--- src/design/srpr_pkg.sv ---
// Package for the servo reply packet receiver: beat payload structs,
// operation and status codes, and the frame parser phase type.
// No dependencies.
package srpr_pkg;

  localparam logic [7:0]  HEADER_BYTE   = 8'hFF;
  localparam logic [7:0]  LEN_OVERHEAD  = 8'd2;
  localparam logic [15:0] TICKS_MAX     = 16'hFFFF;
  localparam logic [15:0] TIMEOUT_RESET = 16'd3000;

  typedef enum logic [1:0] {
    OP_ARM  = 2'd0,
    OP_BYTE = 2'd1,
    OP_TICK = 2'd2,
    OP_NONE = 2'd3
  } op_t;

  typedef enum logic [2:0] {
    ST_OK       = 3'd0,
    ST_HEADER   = 3'd1,
    ST_ID       = 3'd2,
    ST_CHECKSUM = 3'd3,
    ST_TIMEOUT  = 3'd4
  } status_t;

  localparam logic KIND_PARAM = 1'b0;
  localparam logic KIND_END   = 1'b1;

  typedef enum logic [2:0] {
    PH_IDLE  = 3'd0,
    PH_HDR1  = 3'd1,
    PH_HDR2  = 3'd2,
    PH_ID    = 3'd3,
    PH_LEN   = 3'd4,
    PH_ERR   = 3'd5,
    PH_PARAM = 3'd6,
    PH_CSUM  = 3'd7
  } phase_t;

  typedef struct packed {
    logic [1:0] operation;
    logic [7:0] expected_id;
    logic [7:0] rx_byte;
  } in_item_t;

  typedef struct packed {
    logic       result_kind;
    logic [7:0] param_byte;
    logic [7:0] param_index;
    logic [7:0] servo_error;
    logic [7:0] param_count;
    logic [2:0] status;
  } out_item_t;

endpackage

--- src/design/servo_reply_packet_receiver.sv ---
// Servo reply packet receiver: parses a status frame byte by byte.
// A result appears in the output register in the cycle after its input beat.
// Throughput: one input beat per cycle; a waiting result does not block input
// while the downstream side takes it in the same cycle.
// Reset (rst_n, synchronous, active low): idle, all counters and sums cleared,
// timeout register back to 3000 ticks. Depends on srpr_pkg.
module servo_reply_packet_receiver (
  input  logic               clk,
  input  logic               rst_n,
  input  logic               in_valid,
  output logic               in_ready,
  input  srpr_pkg::in_item_t in_item,
  output logic               out_valid,
  input  logic               out_ready,
  output srpr_pkg::out_item_t out_item,
  input  logic               cfg_valid,
  output logic               cfg_ready,
  input  logic [15:0]        cfg_timeout_ticks
);
  import srpr_pkg::*;

  phase_t     phase_r, phase_nxt;
  logic [7:0] wanted_id_r, wanted_id_nxt;
  logic [15:0] idle_ticks_r, idle_ticks_nxt;
  logic [7:0] first_header_r, first_header_nxt;
  logic [7:0] params_left_r, params_left_nxt;
  logic [7:0] params_seen_r, params_seen_nxt;
  logic [7:0] running_sum_r, running_sum_nxt;
  logic [7:0] held_error_r, held_error_nxt;
  logic [15:0] timeout_r;

  logic       out_valid_r;
  out_item_t  out_item_r, result_nxt;
  logic       result_fire;

  logic       in_fire;
  op_t        op;
  logic [7:0] b;
  logic [15:0] ticks_inc;
  logic       timed_out;
  logic       header_bad;
  logic       id_bad;
  logic       csum_ok;
  logic [7:0] sum_plus_b;

  assign in_ready  = !out_valid_r || out_ready;
  assign in_fire   = in_valid && in_ready;
  assign cfg_ready = 1'b1;
  assign out_valid = out_valid_r;
  assign out_item  = out_item_r;

  assign op         = op_t'(in_item.operation);
  assign b          = in_item.rx_byte;
  assign ticks_inc  = (idle_ticks_r == TICKS_MAX) ? idle_ticks_r : idle_ticks_r + 16'd1;
  assign timed_out  = ticks_inc >= timeout_r;
  assign header_bad = (first_header_r != HEADER_BYTE) || (b != HEADER_BYTE);
  assign id_bad     = b != wanted_id_r;
  assign csum_ok    = ~running_sum_r == b;
  assign sum_plus_b = running_sum_r + b;

  // Next phase.
  always_comb begin
    phase_nxt = phase_r;
    if (in_fire) begin
      case (op)
        OP_ARM: phase_nxt = PH_HDR1;
        OP_TICK: begin
          if (phase_r != PH_IDLE && timed_out) phase_nxt = PH_IDLE;
        end
        OP_BYTE: begin
          case (phase_r)
            PH_IDLE:  phase_nxt = PH_IDLE;
            PH_HDR1:  phase_nxt = PH_HDR2;
            PH_HDR2:  phase_nxt = header_bad ? PH_IDLE : PH_ID;
            PH_ID:    phase_nxt = id_bad ? PH_IDLE : PH_LEN;
            PH_LEN:   phase_nxt = PH_ERR;
            PH_ERR:   phase_nxt = (params_left_r != 8'd0) ? PH_PARAM : PH_CSUM;
            PH_PARAM: phase_nxt = (params_left_r == 8'd1) ? PH_CSUM : PH_PARAM;
            PH_CSUM:  phase_nxt = PH_IDLE;
            default:  phase_nxt = PH_IDLE;
          endcase
        end
        default: phase_nxt = phase_r;
      endcase
    end
  end

  // Datapath updates and the result beat.
  always_comb begin
    wanted_id_nxt    = wanted_id_r;
    idle_ticks_nxt   = idle_ticks_r;
    first_header_nxt = first_header_r;
    params_left_nxt  = params_left_r;
    params_seen_nxt  = params_seen_r;
    running_sum_nxt  = running_sum_r;
    held_error_nxt   = held_error_r;
    result_fire      = 1'b0;
    result_nxt.result_kind = KIND_END;
    result_nxt.param_byte  = 8'd0;
    result_nxt.param_index = 8'd0;
    result_nxt.servo_error = held_error_r;
    result_nxt.param_count = params_seen_r;
    result_nxt.status      = ST_OK;
    if (in_fire) begin
      case (op)
        OP_ARM: begin
          wanted_id_nxt    = in_item.expected_id;
          idle_ticks_nxt   = 16'd0;
          first_header_nxt = 8'd0;
          params_left_nxt  = 8'd0;
          params_seen_nxt  = 8'd0;
          running_sum_nxt  = 8'd0;
          held_error_nxt   = 8'd0;
        end
        OP_TICK: begin
          if (phase_r != PH_IDLE) begin
            idle_ticks_nxt = ticks_inc;
            if (timed_out) begin
              result_fire       = 1'b1;
              result_nxt.status = ST_TIMEOUT;
            end
          end
        end
        OP_BYTE: begin
          if (phase_r != PH_IDLE) idle_ticks_nxt = 16'd0;
          case (phase_r)
            PH_IDLE: ;
            PH_HDR1: first_header_nxt = b;
            PH_HDR2: begin
              if (header_bad) begin
                result_fire       = 1'b1;
                result_nxt.status = ST_HEADER;
              end
            end
            PH_ID: begin
              if (id_bad) begin
                result_fire       = 1'b1;
                result_nxt.status = ST_ID;
              end else begin
                running_sum_nxt = b;
              end
            end
            PH_LEN: begin
              running_sum_nxt = sum_plus_b;
              params_left_nxt = (b >= LEN_OVERHEAD) ? b - LEN_OVERHEAD : 8'd0;
            end
            PH_ERR: begin
              running_sum_nxt = sum_plus_b;
              held_error_nxt  = b;
            end
            PH_PARAM: begin
              running_sum_nxt        = sum_plus_b;
              params_seen_nxt        = params_seen_r + 8'd1;
              params_left_nxt        = params_left_r - 8'd1;
              result_fire            = 1'b1;
              result_nxt.result_kind = KIND_PARAM;
              result_nxt.param_byte  = b;
              result_nxt.param_index = params_seen_r;
              result_nxt.servo_error = 8'd0;
              result_nxt.param_count = 8'd0;
            end
            PH_CSUM: begin
              result_fire       = 1'b1;
              result_nxt.status = csum_ok ? ST_OK : ST_CHECKSUM;
            end
            default: ;
          endcase
        end
        default: ;
      endcase
    end
  end

  always_ff @(posedge clk) begin
    if (!rst_n) begin
      phase_r        <= PH_IDLE;
      wanted_id_r    <= 8'd0;
      idle_ticks_r   <= 16'd0;
      first_header_r <= 8'd0;
      params_left_r  <= 8'd0;
      params_seen_r  <= 8'd0;
      running_sum_r  <= 8'd0;
      held_error_r   <= 8'd0;
      timeout_r      <= TIMEOUT_RESET;
      out_valid_r    <= 1'b0;
    end else begin
      phase_r        <= phase_nxt;
      wanted_id_r    <= wanted_id_nxt;
      idle_ticks_r   <= idle_ticks_nxt;
      first_header_r <= first_header_nxt;
      params_left_r  <= params_left_nxt;
      params_seen_r  <= params_seen_nxt;
      running_sum_r  <= running_sum_nxt;
      held_error_r   <= held_error_nxt;
      if (cfg_valid && cfg_ready) timeout_r <= cfg_timeout_ticks;
      if (result_fire)    out_valid_r <= 1'b1;
      else if (out_ready) out_valid_r <= 1'b0;
    end
  end

  always_ff @(posedge clk) begin
    if (result_fire) out_item_r <= result_nxt;
  end

endmodule
--- config.mk ---
export PLATFORM = sky130hd
export DESIGN_NAME = servo_reply_packet_receiver
export DESIGN_NICKNAME = d
export VERILOG_FILES = /design/src/design/srpr_pkg.sv /design/src/design/servo_reply_packet_receiver.sv
export SDC_FILE = /design/constraint.sdc
export NUM_CORES = 1
export LEC_CHECK = 0
export BUFFER_PORTS_ARGS = -buffer_cell sky130_fd_sc_hd__buf_4
export CORE_MARGIN = 2
export CORE_UTILIZATION = 35
export CTS_BUF_LIST = sky130_fd_sc_hd__clkbuf_16
export DETAILED_ROUTE_END_ITERATION = 7
export PLACE_DENSITY_LB_ADDON = 0.15
export SLEW_MARGIN = 0
export SYNTH_ARGS = -nofsm -noshare
export SYNTH_HDL_FRONTEND = slang
export SYNTH_SLANG_ARGS = --single-unit
--- constraint.sdc ---
create_clock -name clk -period 5.48 [get_ports clk]
set_input_delay 1.37 -clock clk [delete_from_list [all_inputs] [get_ports clk]]
set_output_delay 1.37 -clock clk [all_outputs]
set_load 0.01 [all_outputs]
==> results.tsv, run 1 <==
metric	value	unit
status	finished, final reports clean	
Buffers & Inverters on Critical Path	1	
met1 GRT Util	21.6	%
r2r setup slk	1.48	ns
CP max stage cell	or3_1	
final wirelength	15800	µm
CP max FO	37	
Peak VDD IR	0.000223	V
htree depth	4	
chip width	139	µm
RSZ-0062 raised after global routing	no	
FF+latch count, synth	120	
crit path time final	4.00	ns
Synthesis Warnings	0	
post-synthesis sequential area ratio	43.3	%
post-synthesis xor/xnor area fraction	4.53	%
final net count	847	
endpoints failing hold	0	
largest family of logic cells by synthesized area	simple AND/OR/NAND/NOR gates	
port bufs	76	
vias per inst	5.24	
Vert. Die Dim	139	µm
Lkg Pwr	0.00316	µW
Fillers	1810	
most area-consuming cells after synthesis	dfxtp_1 26%, edfxtp_1 17%, ha_1 6.3%	
hpwl dp	10900	µm
hold depth	2	
Mapped Cells	714	
Avg Synthesized Cell Area	8.93	µm²
clock-pin slew on the worst setup and hold paths	0.05	ns
pin count of the biggest net entering global routing	53	
first-pass detailed-route iteration total	5	
Post-synth EDFFs	36	
Hold Buf Count CTS	0	
Worst Path Required	5.54	ns
Critical Path, Cell by Cell	ha_1 > and4_1 > nand2_1 > nor3_1 > mux2_2 > ha_1 > nand4_2 > or3_1 > and3_2 > a211oi_1 > a21o_1 > buf_4	
Total GRT Usage	16.6	%
post-synthesis compound-gate area fraction	13.2	%
wire per inst	15.5	µm
Syn Nets	786	
commonest non-fill, non-tap cell in the layout	dfxtp_1	
Tot Pwr	2340	µW
CTS Sinks	120	
vias in the first global route	5205	
adder-cell share of the synthesized area	6.59	%
total stage count of the critical path	12	
met2 Usage GRT	26.8	%
# DRC	0	
setup TNS	0	ns
Starting Density	35.6	%
Routed Antenna Nets	0	
Max Clock Skew	0.0105	ns
met3 usage	3.90	%
Crit. End Element	flop	
initial antenna violation count	0	
max-slew headroom at the worst pin	47.0	%
area leader, netlist	dfxtp_1	
Slew Limit Fails	0	
highest-count cells in the layout ignoring fill and taps	84 x dfxtp_1, 80 x buf_4, 78 x nor2_1	
via count	5327	
startpoint types	flop	
CP peak stage delay	0.42	ns
post-synthesis mux area share	4.96	%
Setup violations, final	0	
crit share post-route	72.9	%
CP Data Arrival Time	4.05	ns
total of max-cap violations	0	
Initial DRC Count	291	
CP most frequent cell	ha_1	
Unique masters post-synth	56	
GR peak layer	met2	
IO Pins	78	
first-pass GRT wire length	26100	µm
worst-margin pin slew	0.791	ns
num rows	49	
hold crit path type	flop to flop	
CTS tree	yes	
Worst Reg-to-Reg Cells	12	
core area	17900	µm²
antenna cells	0	
worst skew pair latency	0.42	ns
P per Cell Area	301	nW/µm²
Post-synth ARST share	0	%
critical path type	flop to flop	
fmax	0.250	GHz
area grow syn2layout	21.8	%
CTS buffer count	17	
total global routing overflow	0	
root buffer cell	clkbuf_16	
final cell count without fillers	1017	
placed cells	985	
Placer Congestion	0.824	
ys flop type	dfxtp_1	
Post-Syn Area	6380	µm²
top cell type's share of synthesized area	26.4	%
cell family with most CP delay	simple AND/OR/NAND/NOR gates	
post_cts resized	0	
share of cells above drive strength 1	15.5	%
Synth Area in Simple Gates	23.2	%
postcts setup bufs	0	
Die ar.	19300	µm²
Max clock buf depth	2	
-- cells by family (layout without fill, tap and decap cells) --
| kind of cell | Yosys count | in the layout |
|---|---|---|
| mux | 31 | 31 |
| buf+inv | 68 | 142 |
| simple gates | 295 | 295 |
| flops | 120 | 120 |
| compound gates | 133 | 133 |
| other cells | 1 | 1 |
| fa+ha+maj | 33 | 33 |
| xor+xnor | 33 | 33 |
-- through the flow --
step / hold slack [ns] / utilization, % / cell area [µm²] / setup slack [ns]
3_5_place_dp: 0.451 / 39.7 / 7110 / 1.53
2_1_floorplan: 0.436 / - / 6380 / 1.55
5_1_grt: 0.486 / 43.4 / 7770 / 1.21
6_report: 0.457 / 43.4 / 7770 / 1.48
4_1_cts: 0.459 / 43.4 / 7770 / 1.53
3_3_place_gp: 0.443 / 39.7 / 7110 / 1.62
-- cell type report --
cell class              instances  area [µm²]  area share [%]
inverters                      30         113            1.45
flip-flops and latches        120        2760            35.6
clock inverters                15         233            3.00
multi-input cells             526        3350            43.1
clock buffers                  17         425            5.48
well taps                     229         287            3.69
repair buffers                 80         601            7.73
-- state kept, by name, summed over array words and instances, names as in the netlist --
name,count
first_header_r,8
held_error_r,8
idle_ticks_r,16
out_item,36
out_valid,1
params_left_r,8
params_seen_r,8
phase_r,3
running_sum_r,8
timeout_r,16
wanted_id_r,8
-- tightest hold or removal path: stages (launching register included) --
cell and delay [ns]:
dfxtp_1 0.31, nand2_1 0.05, a21oi_1 0.05
-- power breakdown --
group          internal, µW  total [µW]  switching, µW  leakage [µW]
Sequential              923         931           7.84       0.00107
Combinational          63.8         161           96.8       0.00178
Clock                   845        1240            399      0.000317
-- worst paths after layout --
kind	from	endpoint
setup / recovery	idle_ticks_r[0]$_SDFFE_PN0P_	out_item[32]$_SDFFCE_PN0P_
hold / removal	running_sum_r[6]$_SDFFE_PN0P_	running_sum_r[6]$_SDFFE_PN0P_
setup reg to reg	idle_ticks_r[0]$_SDFFE_PN0P_	out_item[32]$_SDFFCE_PN0P_
hold reg to reg	running_sum_r[6]$_SDFFE_PN0P_	running_sum_r[6]$_SDFFE_PN0P_
-- routing by layer --
layer | share of wire, % | up-vias
li1 | - | 2644
met1 | 46 | 2514
met2 | 47 | 153
met3 | 5.0 | 16
met4 | 1.7 | 0
met5 | 0 | -
-- Yosys cell counts (all sizes together), types with 9 or more instances --
| library cell | instances |
|---|---|
| a21o | 13 |
| a21oi | 49 |
| a22oi | 10 |
| and2 | 30 |
| and3 | 18 |
| buf | 12 |
| clkbuf | 26 |
| dfxtp | 84 |
| edfxtp | 36 |
| ha | 32 |
| inv | 30 |
| mux2i | 26 |
| nand2 | 59 |
| nand2b | 10 |
| nand3 | 35 |
| nand4 | 16 |
| nor2 | 78 |
| nor3 | 21 |
| o211ai | 12 |
| o21ai | 23 |
| xnor2 | 24 |
| xor2 | 9 |
No activity file was read; power rests on OpenSTA's default activity.
==> run 2, diff against run 1 <==
--- a/config.mk
+++ b/config.mk
@@ -5,6 +5,7 @@
 export SDC_FILE = /design/constraint.sdc
 export NUM_CORES = 1
 export LEC_CHECK = 0
+export ABC_AREA = 1
 export BUFFER_PORTS_ARGS = -buffer_cell sky130_fd_sc_hd__buf_4
 export CORE_MARGIN = 2
 export CORE_UTILIZATION = 35
==> constraint.sdc (replaced) <==
create_clock -name clk -period 3.8 [get_ports clk]
set_input_delay 0.95 -clock clk [delete_from_list [all_inputs] [get_ports clk]]
set_output_delay 0.95 -clock clk [all_outputs]
set_load 0.01 [all_outputs]
==> run 2 against run 1 <==
  * Sequential cell count stayed put
  * Sequential share of layout area is 0.70 points lower
  * Synthesized cell count is 20% higher
  * Maximum frequency is 27% higher
  * Sequential power is 47% higher
  * Die area is 1.7% higher
  * Critical endpoint is now out_item[34]$_SDFFCE_PN0P_
  * Count of clock-buffer cells in the layout stayed put
  * Largest power group unchanged
  * Setup slack worse by 0.83 ns
  * Routed wire length is 2.7% higher
  * Highest routed layer unchanged
  * Clock power is 44% higher
  * Global-route usage is 0.42 points higher
  * The flow now finishes with violations (DRC)
==> results.tsv, run 2 <==
metric	value	unit
commonest non-fill, non-tap cell in the layout	nand2_1	
Slew Limit Fails	0	
area leader, netlist	dfxtp_1	
Vert. Die Dim	140	µm
endpoints failing hold	0	
GR peak layer	met2	
Die ar.	19600	µm²
CP peak stage delay	0.39	ns
Starting Density	35.9	%
chip width	140	µm
Mapped Cells	856	
post-synthesis sequential area ratio	42.6	%
final net count	1003	
placed cells	1141	
Initial DRC Count	364	
P per Cell Area	438	nW/µm²
met1 GRT Util	23.8	%
most frequent cell after synthesis	nand2_1	
CP most frequent cell	nand2_1	
hpwl dp	11600	µm
first-pass detailed-route iteration total	8	
status	complete, but fails checks	
via count	5681	
met3 usage	2.70	%
post_cts resized	0	
area grow syn2layout	22.1	%
crit path time final	3.14	ns
top cell type's share of synthesized area	25.9	%
Worst Reg-to-Reg Cells	18	
most area-consuming cells after synthesis	dfxtp_1 26%, edfxtp_1 17%, nand2_1 12%	
Avg Synthesized Cell Area	7.58	µm²
wire per inst	13.8	µm
# DRC	6	
Hold Path Sink	held_error_r[2]$_SDFFE_PN0P_	
setup TNS	0	ns
Lkg Pwr	0.00334	µW
pin count of the biggest net entering global routing	39	
IO Pins	78	
Tot Pwr	3470	µW
Crit. End Element	flop	
violated checks	DRC	
clock-pin slew on the worst setup and hold paths	0.06	ns
startpoint types	flop	
Unique masters post-synth	50	
num rows	49	
ys flop type	dfxtp_1	
hold crit path type	flop to flop	
total global routing overflow	0	
Largest register FFs	36	
list of most frequent post-synthesis cells	199 x nand2_1, 93 x nor2_1, 88 x a21oi_1, 88 x inv_1, 84 x dfxtp_1	
port bufs	76	
terminus of the critical flop-to-flop path	out_item[34]$_SDFFCE_PN0P_	
Post-Syn Area	6490	µm²
initial antenna violation count	0	
Post-synth EDFFs	36	
antenna cells	0	
hold depth	2	
total of max-cap violations	0	
Setup violations, final	0	
vias per inst	4.84	
share of cells above drive strength 1	16.8	%
vias in the first global route	5308	
Routed Antenna Nets	0	
final cell count without fillers	1173	
root buffer cell	clkbuf_16	
CTS buffer count	17	
HP Start	held_error_r[2]$_SDFFE_PN0P_	
htree depth	4	
dpl cell area	7270	µm²
met2 Usage GRT	27.1	%
Max Clock Skew	0.0107	ns
Synthesis Warnings	0	
Max clock buf depth	2	
Post-synth ARST share	0	%
worst-margin pin slew	0.591	ns
highest-count cells in the layout ignoring fill and taps	199 x nand2_1, 93 x nor2_1, 88 x inv_1, 88 x a21oi_1, 84 x dfxtp_1	
CP max stage cell	dfxtp_1	
fin area	7920	µm²
first-pass GRT wire length	26800	µm
CP Data Arrival Time	3.25	ns
fmax	0.318	GHz
critical path type	flop to flop	
Peak VDD IR	0.000326	V
r2r setup slk	0.66	ns
Placer Congestion	0.874	
FF+latch count, synth	120	
CP max FO	36	
RSZ-0062 raised after global routing	no	
postcts setup bufs	0	
final wirelength	16200	µm
worst skew pair latency	0.42	ns
Total GRT Usage	17.0	%
core area	18100	µm²
Hold Buf Count CTS	0	
Syn Nets	928	
R2R Path Start	idle_ticks_r[0]$_SDFFE_PN0P_	
crit share post-route	82.7	%
max-slew headroom at the worst pin	60.2	%
CTS Sinks	120	
Worst Path Required	3.90	ns
Fillers	1877	
Critical Path, Cell by Cell	ha_1 > nand2_1 > nor2_1 > nand4_1 > nor2_1 > a21oi_2 > ha_1 > nand2_1 > nor2_1 > nor2_1 > nand2_1 > nand2_1 > nand2_1 > nand2_1 > nand2_1 > nand4_1 > nand2_1 > buf_12	
CTS tree	yes	
## run 2: cell types whose count changed in the layout (fill, tap and decap cells not counted), sizes merged, moves of 11 or more
cell,previous run,this run
a21o,13,0
a21oi,49,92
and2,30,1
and3,18,0
inv,31,105
mux2i,26,0
nand2,59,210
nor2,78,102
o211ai,12,1
o21ai,23,57
xnor2,24,10
## run 2: worst max-delay path by stage
| stage | cells after the start | slack, ns | from | end |
|---|---|---|---|---|
| after global routing | 18 | 0.29 | idle_ticks_r[0]$_SDFFE_PN0P_ | out_item[34]$_SDFFCE_PN0P_ |
| after floorplan | 15 | 0.55 | idle_ticks_r[0]$_SDFFE_PN0P_ | out_item[0]$_SDFFCE_PN0P_ |
| after global placement | 18 | 0.80 | idle_ticks_r[0]$_SDFFE_PN0P_ | out_item[15]$_DFFE_PP_ |
| after CTS | 18 | 0.66 | idle_ticks_r[0]$_SDFFE_PN0P_ | out_item[34]$_SDFFCE_PN0P_ |
| after detailed placement | 18 | 0.67 | idle_ticks_r[0]$_SDFFE_PN0P_ | out_item[15]$_DFFE_PP_ |
| final | 18 | 0.66 | idle_ticks_r[0]$_SDFFE_PN0P_ | out_item[34]$_SDFFCE_PN0P_ |
## run 2: cell type report
class	count	area, µm²	share of cell area, %
clock buffers	17	425	5.37
clock inverters	15	224	2.83
inverters	105	395	4.99
multi-input cells	607	3220	40.6
flip-flops and latches	120	2760	34.9
well taps	229	287	3.62
repair buffers	80	613	7.74
## run 2: critical path, delay by kind of cell (launching register included)
kind	cells	cell delay (ns)
DFF	1	0.39
AOI/OAI and AO/OA	1	0.06
and+or+nand+nor	14	1.63
adders and majority gates	2	0.50
buffers and inverters	1	0.23
## run 2: power breakdown
| part | internal [µW] | switching, µW | total (µW) |
|---|---|---|---|
| clock | 1170 | 616 | 1780 |
| sequential | 1350 | 20.5 | 1370 |
| combinational | 113 | 204 | 318 |
| total | 2630 | 841 | 3470 |
## run 2: layer usage
layer / up-vias / wire length (µm)
met5: - / 0
met2: 144 / 7180
li1: 2964 / -
met4: 0 / 190
met3: 14 / 718
met1: 2559 / 8090
## run 2: cell families after synthesis
group / Yosys count / share of synthesized area [%]
other: 1 / 0.0578
and+or+nand+nor: 389 / 26.7
buffers and inverters: 129 / 7.83
xor gates and xnor gates: 20 / 2.70
AOI/OAI and AO/OA: 164 / 13.6
adders and majority gates: 33 / 6.48
DFF: 120 / 42.6
## run 2: per-stage QoR
step | hold WS, ns | utilization (%) | worst slack (ns)
final | 0.457 | 43.8 | 0.657
after global routing | 0.486 | 43.8 | 0.294
after CTS | 0.459 | 43.8 | 0.663
after detailed placement | 0.450 | 40.2 | 0.666
after global placement | 0.445 | 40.2 | 0.799
after floorplan | 0.430 | - | 0.552
